**config.mk**
```make
export PLATFORM = sky130hd
export DESIGN_NAME = varint_strip_index_decoder_unit
export DESIGN_NICKNAME = d
export VERILOG_FILES = /design/src/hw/rtl/vsid_pkg.sv /design/src/hw/rtl/varint_strip_index_decoder_unit.sv /design/src/hw/rtl/vsid_front.sv /design/src/hw/rtl/vsid_queue.sv /design/src/hw/rtl/vsid_back.sv
export VERILOG_INCLUDE_DIRS = /design/src /design/src/hw/rtl
export SDC_FILE = /design/constraint.sdc
export NUM_CORES = 1
export LEC_CHECK = 0
export BUFFER_PORTS_ARGS = -buffer_cell sky130_fd_sc_hd__buf_2
export CAP_MARGIN = 20
export CORE_ASPECT_RATIO = 1.4
export CORE_MARGIN = 3
export CORE_UTILIZATION = 51
export CTS_CLUSTER_SIZE = 8
export DETAILED_ROUTE_END_ITERATION = 16
export PLACE_DENSITY_LB_ADDON = 0.2
export SYNTH_ARGS = -nofsm -noshare
export SYNTH_HDL_FRONTEND = slang
export SYNTH_SLANG_ARGS = --single-unit
```
**constraint.sdc**
```tcl
create_clock -name clock -period 4.95 [get_ports clock]
set_input_delay 0.7425 -clock clock [delete_from_list [all_inputs] [get_ports clock]]
set_output_delay 0.7425 -clock clock [all_outputs]
set_load 0.02 [all_outputs]
```
**src/hw/rtl/varint_strip_index_decoder_unit_macros.svh**
```systemverilog
// Assertion macros for the varint strip index decoder.
// Included by the top level; needs nothing else.
`ifndef VARINT_STRIP_INDEX_DECODER_UNIT_MACROS_SVH
`define VARINT_STRIP_INDEX_DECODER_UNIT_MACROS_SVH

`ifndef NO_ASSERTIONS

// Same-cycle implication.
`define VSID_ASSERT_IMPLIES(label, clk, rst, ante, cons) \
   label: assert property (@(posedge clk) disable iff (rst) (ante) |-> (cons)) \
      else $error("vsid assertion failed");

// Next-cycle implication.
`define VSID_ASSERT_NEXT(label, clk, rst, ante, cons) \
   label: assert property (@(posedge clk) disable iff (rst) (ante) |=> (cons)) \
      else $error("vsid assertion failed");

`else

`define VSID_ASSERT_IMPLIES(label, clk, rst, ante, cons)
`define VSID_ASSERT_NEXT(label, clk, rst, ante, cons)

`endif

`endif

```
**src/hw/rtl/vsid_pkg.sv**
```systemverilog
// Shared types and constants of the varint strip index decoder.
// No dependencies.
package vsid_pkg;

   localparam int PAYLOAD_BITS     = 7;
   localparam int CONT_BIT         = 7;
   localparam int MAX_VARINT_BYTES = 5;
   localparam int ACC_BITS         = 32;
   localparam int WIDE_BITS        = 35;   // 5 bytes of 7 payload bits
   localparam int LEN_BITS         = 31;
   localparam int BCNT_BITS        = 3;
   localparam int SHIFT_BITS       = 6;

   typedef enum logic [1:0] {
      PH_LEN  = 2'd0,
      PH_IDX  = 2'd1,
      PH_DONE = 2'd2
   } phase_type;

   // One completed varint, already classified by the front end.
   typedef struct packed {
      logic [ACC_BITS-1:0] value;    // low 32 payload bits
      logic                big;      // value is 2^31 or more
      logic                is_zero;  // whole varint is zero
      logic                last;     // completed by the final byte
   } token_type;

   // Queue state seen by the front and back.
   typedef struct packed {
      logic full;
      logic not_empty;
   } queue_status_type;

endpackage

```
**src/hw/rtl/varint_strip_index_decoder_unit.sv**
```systemverilog
// Top level of the varint strip index decoder: front end, token queue, back end.
// Depends on vsid_pkg, vsid_front, vsid_queue, vsid_back and the macros header.
//
//   channel | direction | handshake            | payload
//   --------+-----------+----------------------+-------------------------------------
//   req     | in        | req_valid/req_ready  | byte_in[7:0], final_byte
//   rsp     | out       | rsp_valid/rsp_ready  | index_valid, index_value, strip_end,
//           |           |                      | status
//
// One byte per cycle while the token queue has room; a result leaves the output register
// once the byte that completes its varint has passed the queue entry, then the result register.
// The front end accumulates each byte into its varint; the back end does one subtract and
// compare per token.
// Reset is synchronous; there is no clearing pass.
// An rsp stall fills the token queue; req_ready falls only once the queue is full.
`include "varint_strip_index_decoder_unit_macros.svh"

module varint_strip_index_decoder_unit import vsid_pkg::*; #(
   parameter int INDEX_BITS  = 16,  // 8 to 32
   parameter int QUEUE_DEPTH = 2    // 2 to 16
) (
   input  logic                  clock,
   input  logic                  reset,
   input  logic                  req_valid,
   output logic                  req_ready,
   input  logic [7:0]            req_byte_in,
   input  logic                  req_final_byte,
   output logic                  rsp_valid,
   input  logic                  rsp_ready,
   output logic                  rsp_index_valid,
   output logic [INDEX_BITS-1:0] rsp_index_value,
   output logic                  rsp_strip_end,
   output logic                  rsp_status
);

   queue_status_type q_status;
   token_type        push_tok;
   token_type        head_tok;
   logic             tok_push;
   logic             tok_pop;

   // Varint assembly; one token per completed varint.
   vsid_front u_front (
      .clock          (clock),
      .reset          (reset),
      .req_valid      (req_valid),
      .req_ready      (req_ready),
      .req_byte_in    (req_byte_in),
      .req_final_byte (req_final_byte),
      .q_status       (q_status),
      .tok_push       (tok_push),
      .tok_data       (push_tok)
   );

   // Decouples byte intake from result delivery.
   vsid_queue #(
      .DEPTH (QUEUE_DEPTH)
   ) u_queue (
      .clock     (clock),
      .reset     (reset),
      .push      (tok_push),
      .push_data (push_tok),
      .pop       (tok_pop),
      .head_data (head_tok),
      .status    (q_status)
   );

   // Strip length, index arithmetic and the result register.
   vsid_back #(
      .INDEX_BITS (INDEX_BITS)
   ) u_back (
      .clock           (clock),
      .reset           (reset),
      .q_status        (q_status),
      .tok_data        (head_tok),
      .tok_pop         (tok_pop),
      .rsp_valid       (rsp_valid),
      .rsp_ready       (rsp_ready),
      .rsp_index_valid (rsp_index_valid),
      .rsp_index_value (rsp_index_value),
      .rsp_strip_end   (rsp_strip_end),
      .rsp_status      (rsp_status)
   );

   // No token written into a full queue.
   `VSID_ASSERT_IMPLIES(a_no_push_when_full, clock, reset, tok_push, !q_status.full)
   // A result without an index always closes the strip.
   `VSID_ASSERT_IMPLIES(a_noidx_ends, clock, reset, rsp_valid && !rsp_index_valid, rsp_strip_end)
   // A result without an index carries a zero value.
   `VSID_ASSERT_IMPLIES(a_noidx_zero, clock, reset, rsp_valid && !rsp_index_valid, rsp_index_value == '0)
   // Truncation is only reported on the closing result.
   `VSID_ASSERT_IMPLIES(a_status_ends, clock, reset, rsp_valid && rsp_status, rsp_strip_end)

endmodule

```
**src/hw/rtl/vsid_front.sv**
```systemverilog
// Front end: takes bytes, assembles base-128 varints, emits a token per varint.
// Depends on vsid_pkg.
module vsid_front import vsid_pkg::*; (
   input  logic             clock,
   input  logic             reset,
   input  logic             req_valid,
   output logic             req_ready,
   input  logic [7:0]       req_byte_in,
   input  logic             req_final_byte,
   input  queue_status_type q_status,
   output logic             tok_push,
   output token_type        tok_data
);

   logic [ACC_BITS-1:0]  acc_ff, acc_in;
   logic                 pnz_ff, pnz_in;
   logic [BCNT_BITS-1:0] bcnt_ff, bcnt_in;

   logic [WIDE_BITS-1:0]  wide;
   logic [SHIFT_BITS-1:0] shift_amt;
   logic [ACC_BITS-1:0]   acc_new;
   logic                  pnz_new;
   logic                  take;
   logic                  done_varint;
   logic                  accept;

   assign req_ready = !q_status.full;
   assign accept    = req_valid && req_ready;

   always_comb begin
      take        = (bcnt_ff < BCNT_BITS'(MAX_VARINT_BYTES));
      shift_amt   = SHIFT_BITS'(bcnt_ff) * SHIFT_BITS'(PAYLOAD_BITS);
      wide        = WIDE_BITS'(req_byte_in[PAYLOAD_BITS-1:0]) << shift_amt;
      acc_new     = acc_ff;
      pnz_new     = pnz_ff;
      if (take) begin
         acc_new = acc_ff | wide[ACC_BITS-1:0];
         pnz_new = pnz_ff | (|wide[WIDE_BITS-1:ACC_BITS]);
      end
      done_varint = !req_byte_in[CONT_BIT] || req_final_byte;

      tok_push         = accept && done_varint;
      tok_data.value   = acc_new;
      tok_data.big     = pnz_new || acc_new[ACC_BITS-1];
      tok_data.is_zero = (acc_new == '0) && !pnz_new;
      tok_data.last    = req_final_byte;

      acc_in  = acc_ff;
      pnz_in  = pnz_ff;
      bcnt_in = bcnt_ff;
      if (accept) begin
         if (done_varint) begin
            acc_in  = '0;
            pnz_in  = 1'b0;
            bcnt_in = '0;
         end else begin
            acc_in  = acc_new;
            pnz_in  = pnz_new;
            bcnt_in = take ? bcnt_ff + 1'b1 : bcnt_ff;
         end
      end
   end

   always_ff @(posedge clock) begin
      if (reset) begin
         acc_ff  <= '0;
         pnz_ff  <= 1'b0;
         bcnt_ff <= '0;
      end else begin
         acc_ff  <= acc_in;
         pnz_ff  <= pnz_in;
         bcnt_ff <= bcnt_in;
      end
   end

endmodule

```
**src/hw/rtl/vsid_queue.sv**
```systemverilog
// Token queue between front and back ends; DEPTH entries of flip-flops.
// Depends on vsid_pkg.
module vsid_queue import vsid_pkg::*; #(
   parameter int DEPTH = 2
) (
   input  logic             clock,
   input  logic             reset,
   input  logic             push,
   input  token_type        push_data,
   input  logic             pop,
   output token_type        head_data,
   output queue_status_type status
);

   localparam int PTR_W = (DEPTH > 1) ? $clog2(DEPTH) : 1;
   localparam int CNT_W = $clog2(DEPTH + 1);

   token_type          mem_ff [DEPTH];
   logic [PTR_W-1:0]   wr_ptr_ff, wr_ptr_in;
   logic [PTR_W-1:0]   rd_ptr_ff, rd_ptr_in;
   logic [CNT_W-1:0]   count_ff, count_in;

   function automatic logic [PTR_W-1:0] next_ptr(input logic [PTR_W-1:0] p);
      return (p == PTR_W'(DEPTH - 1)) ? '0 : p + 1'b1;
   endfunction

   assign head_data        = mem_ff[rd_ptr_ff];
   assign status.full      = (count_ff == CNT_W'(DEPTH));
   assign status.not_empty = (count_ff != '0);

   always_comb begin
      wr_ptr_in = push ? next_ptr(wr_ptr_ff) : wr_ptr_ff;
      rd_ptr_in = pop  ? next_ptr(rd_ptr_ff) : rd_ptr_ff;
      count_in  = count_ff;
      if (push && !pop) begin
         count_in = count_ff + 1'b1;
      end else if (pop && !push) begin
         count_in = count_ff - 1'b1;
      end
   end

   always_ff @(posedge clock) begin
      if (push) begin
         mem_ff[wr_ptr_ff] <= push_data;
      end
   end

   always_ff @(posedge clock) begin
      if (reset) begin
         wr_ptr_ff <= '0;
         rd_ptr_ff <= '0;
         count_ff  <= '0;
      end else begin
         wr_ptr_ff <= wr_ptr_in;
         rd_ptr_ff <= rd_ptr_in;
         count_ff  <= count_in;
      end
   end

endmodule

```
**src/hw/rtl/vsid_back.sv**
```systemverilog
// Back end: strip length / index state machine and the result register.
// Depends on vsid_pkg.
module vsid_back import vsid_pkg::*; #(
   parameter int INDEX_BITS = 16
) (
   input  logic                  clock,
   input  logic                  reset,
   input  queue_status_type      q_status,
   input  token_type             tok_data,
   output logic                  tok_pop,
   output logic                  rsp_valid,
   input  logic                  rsp_ready,
   output logic                  rsp_index_valid,
   output logic [INDEX_BITS-1:0] rsp_index_value,
   output logic                  rsp_strip_end,
   output logic                  rsp_status
);

   phase_type             phase_ff, phase_in;
   logic [LEN_BITS-1:0]   remain_ff, remain_in;
   logic [INDEX_BITS-1:0] zcnt_ff, zcnt_in;

   logic                  out_valid_ff, out_valid_in;
   logic                  out_ivalid_ff, out_ivalid_in;
   logic [INDEX_BITS-1:0] out_value_ff, out_value_in;
   logic                  out_end_ff, out_end_in;
   logic                  out_status_ff, out_status_in;

   logic                  produce;
   logic                  owed;
   logic [INDEX_BITS-1:0] idx_value;

   assign tok_pop   = q_status.not_empty && (!out_valid_ff || rsp_ready);
   assign idx_value = zcnt_ff - tok_data.value[INDEX_BITS-1:0];
   assign owed      = (remain_ff != LEN_BITS'(1));

   always_comb begin
      phase_in      = phase_ff;
      remain_in     = remain_ff;
      zcnt_in       = zcnt_ff;
      produce       = 1'b0;
      out_ivalid_in = out_ivalid_ff;
      out_value_in  = out_value_ff;
      out_end_in    = out_end_ff;
      out_status_in = out_status_ff;

      if (tok_pop) begin
         unique case (phase_ff)
            PH_LEN: begin
               remain_in = tok_data.big ? '0 : tok_data.value[LEN_BITS-1:0];
               if (tok_data.big || tok_data.value[LEN_BITS-1:0] == '0) begin
                  // empty strip, or a length of 2^31 or more
                  produce       = 1'b1;
                  out_ivalid_in = 1'b0;
                  out_value_in  = '0;
                  out_end_in    = 1'b1;
                  out_status_in = 1'b0;
                  phase_in      = PH_DONE;
               end else begin
                  phase_in = PH_IDX;
                  if (tok_data.last) begin
                     // string ended right after the length
                     produce       = 1'b1;
                     out_ivalid_in = 1'b0;
                     out_value_in  = '0;
                     out_end_in    = 1'b1;
                     out_status_in = 1'b1;
                  end
               end
            end
            PH_IDX: begin
               if (tok_data.is_zero) begin
                  zcnt_in = zcnt_ff + 1'b1;
               end
               remain_in     = remain_ff - 1'b1;
               produce       = 1'b1;
               out_ivalid_in = 1'b1;
               out_value_in  = idx_value;
               out_end_in    = !owed || tok_data.last;
               out_status_in = owed && tok_data.last;
               if (!owed) begin
                  phase_in = PH_DONE;
               end
            end
            default: begin
               // strip done: tokens dropped until the final byte
            end
         endcase
         if (tok_data.last) begin
            phase_in  = PH_LEN;
            remain_in = '0;
            zcnt_in   = '0;
         end
      end

      if (produce) begin
         out_valid_in = 1'b1;
      end else if (rsp_ready) begin
         out_valid_in = 1'b0;
      end else begin
         out_valid_in = out_valid_ff;
      end
   end

   always_ff @(posedge clock) begin
      if (reset) begin
         phase_ff     <= PH_LEN;
         remain_ff    <= '0;
         zcnt_ff      <= '0;
         out_valid_ff <= 1'b0;
      end else begin
         phase_ff     <= phase_in;
         remain_ff    <= remain_in;
         zcnt_ff      <= zcnt_in;
         out_valid_ff <= out_valid_in;
      end
   end

   always_ff @(posedge clock) begin
      out_ivalid_ff <= out_ivalid_in;
      out_value_ff  <= out_value_in;
      out_end_ff    <= out_end_in;
      out_status_ff <= out_status_in;
   end

   assign rsp_valid       = out_valid_ff;
   assign rsp_index_valid = out_ivalid_ff;
   assign rsp_index_value = out_value_ff;
   assign rsp_strip_end   = out_end_ff;
   assign rsp_status      = out_status_ff;

endmodule
```
==> results_dict.tcl, run 1 <==
set metrics [dict create \
    synth_cells 870 \
    ctsRootBufferMaster "clkbuf_16" \
    finalClockSkew_ns 0.0101 \
    holdBufCountCts 0 \
    fp.coreArea_um2 16300 \
    ant_nets 0 \
    first_pass_iters 5 \
    grt_pass1_vias 6501 \
    whs_path_depth 1 \
    ios 34 \
    post_cts.repair.setup_buffers 0 \
    use_met1_pct 28.4 \
    synthDistinctLibCells 68 \
    vias 6636 \
    synthDominantCellAreaShare_pct 30.6 \
    initial_utilization_pct 52.3 \
    path_cells "buf_4 > mux2_2 > inv_1 > ha_1 > nor2b_1 > o2111ai_1 > a2111o_1 > a311o_1 > nand2_1 > mux2i_1" \
    cap_violations 0 \
    ys_seq_area_share_pct 51.9 \
    fin_crit_sh_pct 63.4 \
    rsz0062_at_grt "no" \
    fill_cells 1398 \
    slowest_delay_ns 0.51 \
    grt_most_used_layer "met2" \
    fp-row-count 55 \
    synth.most_common_cell "dfxtp_1" \
    portBuffers 33 \
    finalWeightedCongestion 0.889 \
    grtUsageTotal_pct 23.3 \
    die_x_um 115 \
    critPathKind "flip-flop to flip-flop" \
    syn2layout_area_growth_pct 11.3 \
    cts_resized 0 \
    cp_slowest_cell "a2111o_1" \
    hold_ws_ns 0.469 \
    use_met2_pct 39.5 \
    nets 931 \
    worst_slew_pin_slew_ns 1.03 \
    maxSlewViolCount 0 \
    wirelength_mm 20.6 \
    cts_buffers 17 \
    syn_area_per_cell_um2 9.81 \
    gr-total-overflow 0 \
    critical_path.endpoint_type "flip-flop" \
    synthTopCellsByArea "edfxtp_1, dfxtp_1, a21oi_1" \
    max_freq_ghz 0.318 \
    htreeDepth 4 \
    grtUsageMet3_pct 3.50 \
    regArea_um2 4440 \
    grt_max_degree 43 \
    mappedNetlistArea_um2 8540 \
    antenna_found_initial 0 \
    max_slew_margin_pct 31.0 \
    cts_tree "done" \
    worst_ep_required_time_ns 5.23 \
    layout_min_cycle_time_ns 3.14 \
    drt_iter0_drc 439 \
    power_density_nw_per_um2 537 \
    power_leakage_nw 3.63 \
    die_area_um2 18300 \
    clock_latency_ns 0.43 \
    drive_gt1_share_pct 10.4 \
    setup_tns_ns 0 \
    setup_viol 0 \
    utilization_pct 58.3 \
    cts_buffer_depth 2 \
    r2r_cells 10 \
    placed_cells 1076 \
    routedWlPerCell_um 18.6 \
    yosys_warnings 0 \
    synth-edff-count 87 \
    synth_fp_nets 904 \
    routed_via_density 5.98 \
    synthTopCellsByCount "dfxtp_1, edfxtp_1, a21oi_1" \
    synth-main-ff-cell "dfxtp_1" \
    ir_drop_uv 231 \
    critPathArrivalTime_ns 3.42 \
    async_flop_share_pct 0 \
    dpl_cell_area_um2 8890 \
    hold_path.class "flip-flop to flip-flop" \
    yosysTopAreaCell "edfxtp_1" \
    worstPathMaxFanout 39 \
    hold_viol 0 \
    clock_sinks 178 \
    outcome "completed" \
    diodes 0 \
    die_height_um 159 \
    stdcell_count 1109 \
    final_area_um2 9500 \
    cp-start-kind "flip-flop" \
    grt_pass1_wl_mm 33.7 \
    post-dp-hpwl_mm 15.1 \
    ys_seq_elements 178 \
    cts.clk_slew.worst_paths_ns 0.07 \
    multi_input_area_um2 3810 \
    remaining_drc_errors 0 \
]
[area by class of cell]
cell class              count  share of cell area [%]
flip-flops and latches    178                    46.7
clock inverters            14                    1.73
multi-input cells         612                    40.1
repair buffers             43                    2.61
clock buffers              18                    4.52
well taps                 199                    2.62
inverters                  45                    1.78
[power breakdown]
| group | leakage, nW | switching [W] | internal (W) |
|---|---|---|---|
| logic | 1.77 | 0.00119 | 0.000617 |
| registers | 1.56 | 0.000132 | 0.00180 |
| clock network | 0.290 | 0.000596 | 0.000761 |
[routing by layer]
layer,share of wire (%),up-vias
met5,0,-
met2,50,204
met4,4.2,0
li1,-,3267
met1,40,3108
met3,5.1,57
[path summary, 6_finish.rpt]
check                                to                 start  slack (ns)
min reg2reg        u_back.remain_ff[29]  u_back.remain_ff[29]        0.47
max          u_back.rsp_index_value[15]             flip-flop        1.81
max reg2reg  u_back.rsp_index_value[15]             flip-flop        1.81
min                u_back.remain_ff[29]  u_back.remain_ff[29]        0.47
[state kept, by name, summed over array words and instances, names as in the netlist, named ones only]
register,count
u_back.rsp_index_value,16
u_back.rsp_valid,1
u_queue.count_ff,2
u_back.rsp_status,1
u_queue.mem_ff,68
u_back.remain_ff,31
u_back.zcnt_ff,16
u_back.phase_ff,2
u_back.rsp_index_valid,1
u_front.bcnt_ff,3
u_front.acc_ff,32
u_queue.wr_ptr_ff,1
u_queue.rd_ptr_ff,1
u_back.rsp_strip_end,1
u_front.pnz_ff,1
[stage by stage]
stage,setup slack [ns],power [W]
floorplan,1.41,0.00327
global placement,1.61,0.00373
detailed placement,1.52,0.00374
CTS,1.69,0.00510
global route,1.60,0.00541
finish,1.81,0.00510
[cell families (layout without fill, tap and decap cells)]
family | count (synthesis) | after routing | share of synthesized area (%)
and+or+nand+nor | 310 | 310 | 18.6
adders and majority gates | 21 | 21 | 3.17
DFF | 178 | 178 | 51.9
xor gates and xnor gates | 28 | 28 | 2.87
buffers and inverters | 80 | 120 | 3.69
muxes | 37 | 37 | 4.43
AOI/OAI and AO/OA | 216 | 216 | 15.3
[layout by cell type, fill, tap and decap left out, drive strengths merged, types with 4 or more instances in the layout]
cell	instances
dfxtp	91
edfxtp	87
a21oi	84
nor2	82
nor3	58
o21ai	58
inv	53
nand2	51
buf	43
mux2i	31
nor4	24
xnor2	20
ha	20
clkbuf	18
nand4	15
nand3	15
nor3b	15
or3	12
nand2b	11
a21o	11
o22ai	8
a31oi	8
xor2	8
or4	7
nor2b	6
mux2	6
a32o	5
and3	4
or2	4
and2	4
[critical path, delay by kind of cell (launching register included)]
kind / cells / cell delay [ns]
simple gates: 2 / 0.24
compound gates: 3 / 1.03
fa+ha+maj: 1 / 0.26
buf+inv: 2 / 0.53
mux: 2 / 0.50
flops: 1 / 0.41
(Power assumes the default switching activity.)
==> inputs of run 2 (changes only) <==
- clock period: 4.95 -> 3.2 ns (I/O delays scaled with it)
==> run 2 against run 1 <==
Fmax is 7.6% higher. Final cell count is 0.99% higher. Hold slack worse by 0.20 ns. Clock power is 55% higher. Critical path type unchanged. Highest routed layer unchanged.
==> results_dict.tcl, run 2 (synthesized netlist as in run 1, its figures left out) <==
set metrics [dict create \
    outcome "completed" \
    setup_tns_ns 0 \
    ir_drop_uv 404 \
    vias 6877 \
    cts_tree "done" \
    antenna_found_initial 0 \
    finalWeightedCongestion 0.925 \
    remaining_drc_errors 0 \
    ant_nets 0 \
    worst_slew_pin_slew_ns 0.832 \
    worstPathMaxFanout 17 \
    layout_min_cycle_time_ns 2.92 \
    hold_viol 0 \
    critPathKind "flip-flop to flip-flop" \
    wirelength_mm 21.9 \
    critPathArrivalTime_ns 3.17 \
    grtUsageTotal_pct 24.2 \
    first_pass_iters 5 \
    worst_ep_required_time_ns 3.46 \
    fp-row-count 55 \
    die_x_um 115 \
    ios 34 \
    grt_max_degree 35 \
    cap_violations 0 \
    cp-start-kind "flip-flop" \
    largest_reg_flops 68 \
    routed_via_density 6.14 \
    drive_gt1_share_pct 11.7 \
    die_area_um2 18300 \
    cts_buffer_depth 2 \
    routedWlPerCell_um 19.6 \
    finalClockSkew_ns 0.00665 \
    fin_crit_sh_pct 91.2 \
    die_height_um 159 \
    top_regs "u_queue.mem_ff x68, u_front.acc_ff x32, u_back.remain_ff x31" \
    rsz0062_at_grt "no" \
    diodes 0 \
    cts.clk_slew.worst_paths_ns 0.07 \
    largest-register "u_queue.mem_ff" \
    max_freq_ghz 0.343 \
    post-dp-hpwl_mm 16.0 \
    regArea_um2 4440 \
    maxSlewViolCount 0 \
    fp.coreArea_um2 16300 \
    critical_path.endpoint_type "flip-flop" \
    hold_path.class "input pin to flip-flop" \
    portBuffers 33 \
    fill_cells 1407 \
    final_cell_mix "dfxtp_1, edfxtp_1, a21oi_1, nor2_1, nor3_1" \
    grt_pass1_vias 6576 \
    syn2layout_area_growth_pct 12.3 \
    hold_ws_ns 0.270 \
    ctsRootBufferMaster "clkbuf_16" \
    clock_sinks 178 \
    initial_utilization_pct 52.3 \
    gr-total-overflow 0 \
    setup_viol 0 \
    cts_buffers 17 \
    htreeDepth 4 \
    nets 942 \
    multi_input_area_um2 3810 \
    layout_commonest_cell "dfxtp_1" \
    power_density_nw_per_um2 831 \
    clock_latency_ns 0.43 \
    power_leakage_nw 3.67 \
    drt_iter0_drc 470 \
    max_slew_margin_pct 44.1 \
    grt_pass1_wl_mm 34.6 \
]
-- run 2: cell count changes in the layout (fill, tap and decap cells not counted), sizes merged --
cell,before,now
inv,53,51
buf,43,54
clkbuf,18,17
clkinvlp,1,4
-- run 2: final cells by class --
class | instances | area share [%]
Timing Repair Buffer | 54 | 3.37
Clock inverter | 15 | 1.81
Inverter | 45 | 1.76
Sequential cell | 178 | 46.3
Tap cell | 199 | 2.60
Multi-Input combinational cell | 612 | 39.8
Clock buffer | 17 | 4.44
-- run 2: critical path, stage by stage (launching register included) --
cell and delay (ns):
dfxtp_2 0.46, buf_4 0.29, mux2i_1 0.30, ha_1 0.31, nor2b_1 0.16, o31a_1 0.28
o21ai_0 0.37, a21oi_1 0.15, o21ai_0 0.19, nor3b_1 0.23
-- run 2: final timing paths --
path	start	end	slack (ns)	cells after the start
setup / recovery	flip-flop	u_back.rsp_index_value[12]	0.28	9
hold / removal	req_final_byte	u_queue.mem_ff[0][0]	0.27	1
setup reg to reg	flip-flop	u_back.rsp_index_value[12]	0.28	9
hold reg to reg	u_back.remain_ff[27]	u_back.remain_ff[27]	0.47	1
-- run 2: timing repair --
item                       CTS  global route
setup buffers                0             0
setup endpoints to repair    0             1
gates resized for setup      0             1
hold buffers                 0             0
-- run 2: metrics by stage --
stage	cells	utilization [%]	power (W)	setup slack (ns)	instance area, um2
after floorplan	870	-	0.00506	0.102	8540
after global placement	1088	55.1	0.00583	0.390	8980
after detailed placement	1088	55.1	0.00587	0.294	8980
after CTS	1120	58.8	0.00799	0.226	9580
after global routing	1120	58.8	0.00840	0.0322	9590
final	1120	58.8	0.00797	0.283	9590
-- run 2: power breakdown --
group	total, W	switching (W)	internal [W]
clock network	0.00211	0.000933	0.00117
registers	0.00301	0.000217	0.00279
logic	0.00286	0.00187	0.000985
-- run 2: routing by layer --
layer	track usage, %	routed length (um)
met1	28.9	8740
met2	40.3	11000
met3	4.11	1060
met4	14.0	1130
met5	0	0
==> inputs of run 3 (changes only) <==
- SETUP_SLACK_MARGIN: not set -> 0.5
==> run 3 against run 2 <==
Register-to-register slack better by 0.33 ns. Cell area up 1.5%. Sequential share of layout area down 0.67 points. Sequential power about the same. First-iteration DRC count down 7.4%. Combinational power up 4%. Critical path type unchanged. Largest cell class unchanged. Largest power group unchanged.
==> results_dict.tcl, run 3 (synthesized netlist as in run 1, its figures left out) <==
set metrics [dict create \
    outcome "completed" \
    gr-total-overflow 0 \
    largest_reg_flops 68 \
    r2r_cells 9 \
    maxSlewViolCount 0 \
    clock_sinks 178 \
    power_leakage_nw 3.74 \
    hold_viol 0 \
    setup_viol 0 \
    die_height_um 159 \
    grt_max_degree 35 \
    fp.coreArea_um2 16300 \
    reg2reg_to "u_back.rsp_index_value[12]" \
    cts_buffers 17 \
    remaining_drc_errors 0 \
    nets 949 \
    setup_tns_ns 0 \
    fp-row-count 55 \
    hold_ws_ns 0.269 \
    multi_input_area_um2 3870 \
    largest-register "u_queue.mem_ff" \
    layout_min_cycle_time_ns 2.59 \
    power_density_nw_per_um2 837 \
    vias 6823 \
    max_slew_margin_pct 45.3 \
    wirelength_mm 21.4 \
    fin_crit_sh_pct 80.8 \
    ios 34 \
    drt_iter0_drc 435 \
    critPathKind "flip-flop to flip-flop" \
    routed_via_density 6.05 \
    syn2layout_area_growth_pct 13.9 \
    cp-start-kind "flip-flop" \
    p_seq_share_pct 36.8 \
    top_regs "u_queue.mem_ff x68, u_front.acc_ff x32, u_back.remain_ff x31" \
    finalWeightedCongestion 0.891 \
    finalClockSkew_ns 0.00781 \
    cap_violations 0 \
    htreeDepth 4 \
    clock_latency_ns 0.43 \
    drive_gt1_share_pct 13.5 \
    reg2reg_slack_ns 0.61 \
    first_pass_iters 5 \
    critical_path.endpoint_type "flip-flop" \
    cts.clk_slew.worst_paths_ns 0.07 \
    antenna_found_initial 0 \
    rsz0062_at_grt "yes" \
    post-dp-hpwl_mm 15.5 \
    initial_utilization_pct 52.3 \
    p_switching_w 0.00308 \
    worstPathMaxFanout 3 \
    hold_path.class "input pin to flip-flop" \
    critPathArrivalTime_ns 2.76 \
    whs_path_depth 1 \
    p_clk_share_pct 26.5 \
    holdBufCountCts 0 \
    cts_tree "done" \
    grt_pass1_wl_mm 34.6 \
    max_freq_ghz 0.387 \
    regArea_um2 4440 \
    grtUsageTotal_pct 24.0 \
    die_x_um 115 \
    ctsRootBufferMaster "clkbuf_16" \
    grt_pass1_vias 6695 \
    worst_slew_pin_slew_ns 0.814 \
    fill_cells 1393 \
    fin_total_pwr_w 0.00814 \
    worst_ep_required_time_ns 3.37 \
    portBuffers 33 \
    crit_end "u_back.rsp_index_value[12]" \
    ir_drop_uv 412 \
    layout_commonest_cell "dfxtp_1" \
    routedWlPerCell_um 19.0 \
    switching_share_pct 37.8 \
    final_cell_mix "dfxtp_1, edfxtp_1, a21oi_1, nor2_1, nor3_1" \
    utilization_pct 59.6 \
    cts_buffer_depth 2 \
    ant_nets 0 \
    die_area_um2 18300 \
    intPower_w 0.00506 \
    p_comb_share_pct 36.6 \
    diodes 0 \
]
-- run 3: cell types whose count changed in the layout (fill, tap and decap cells not counted), moves of 2 or more --
cell,change
buf_4,+5
inv_8,+2
mux2i_1,-3
mux2i_2,+2
nor2b_1,-2
-- run 3: metal layers --
| metal | wire length (um) | global-route usage [%] | vias to the layer above |
|---|---|---|---|
| met5 | 0 | 0 | - |
| met4 | 885 | 12.2 | 0 |
| met3 | 944 | 4.18 | 65 |
| met2 | 11000 | 40.7 | 218 |
| met1 | 8640 | 28.9 | 3241 |
| li1 | - | - | 3299 |
-- run 3: worst min path at each step --
stage                         startpoint                    to  slack, ns
global placement          u_front.pnz_ff        u_front.pnz_ff       0.45
CTS                       req_final_byte  u_queue.mem_ff[0][0]       0.26
floorplan           u_back.remain_ff[29]  u_back.remain_ff[29]       0.43
global route              req_final_byte  u_queue.mem_ff[0][0]       0.26
finish                    req_final_byte  u_queue.mem_ff[0][0]       0.27
detailed placement  u_back.remain_ff[29]  u_back.remain_ff[29]       0.45
-- run 3: power groups by stage --
stage	clock network [W]	logic, W	registers, W
2_1_floorplan	0	0.00199	0.00312
3_3_place_gp	0	0.00284	0.00303
3_5_place_dp	0	0.00285	0.00303
4_1_cts	0.00218	0.00287	0.00299
5_1_grt	0.00228	0.00328	0.00304
6_report	0.00216	0.00298	0.00300
-- run 3: worst max-delay path: stages (launching register included) --
cell and delay (ns):
dfxtp_2 0.36, mux2_2 0.39, ha_1 0.25, fa_1 0.41, nor2b_2 0.16, o31a_1 0.20
o21ai_2 0.11, a21oi_1 0.22, o21ai_0 0.09, nor3b_1 0.14
-- run 3: cell type report --
type                            instances  share of cell area, %
Sequential cell                       178                   45.6
Multi-Input combinational cell        612                   39.8
Clock buffer                           17                   4.37
Timing Repair Buffer                   61                   4.03
Tap cell                              199                   2.56
Clock inverter                         15                   1.90
Inverter                               45                   1.74
-- run 3: metrics by stage --
| step | instances | area [um2] | setup WS (ns) |
|---|---|---|---|
| 2_1_floorplan | 870 | 8590 | 0.516 |
| 3_3_place_gp | 1093 | 9030 | 0.525 |
| 6_report | 1127 | 9730 | 0.614 |
| 5_1_grt | 1127 | 9730 | 0.494 |
| 4_1_cts | 1125 | 9650 | 0.534 |
| 3_5_place_dp | 1093 | 9030 | 0.460 |
-- run 3: repair_timing --
| item | CTS | global route |
|---|---|---|
| resized for setup | 3 | 12 |
| pin swaps | 0 | 1 |
| cloned | 0 | 0 |
| hold endpoints to repair | 0 | 0 |
| setup buffers | 0 | 2 |
| setup endpoints to repair | 22 | 27 |
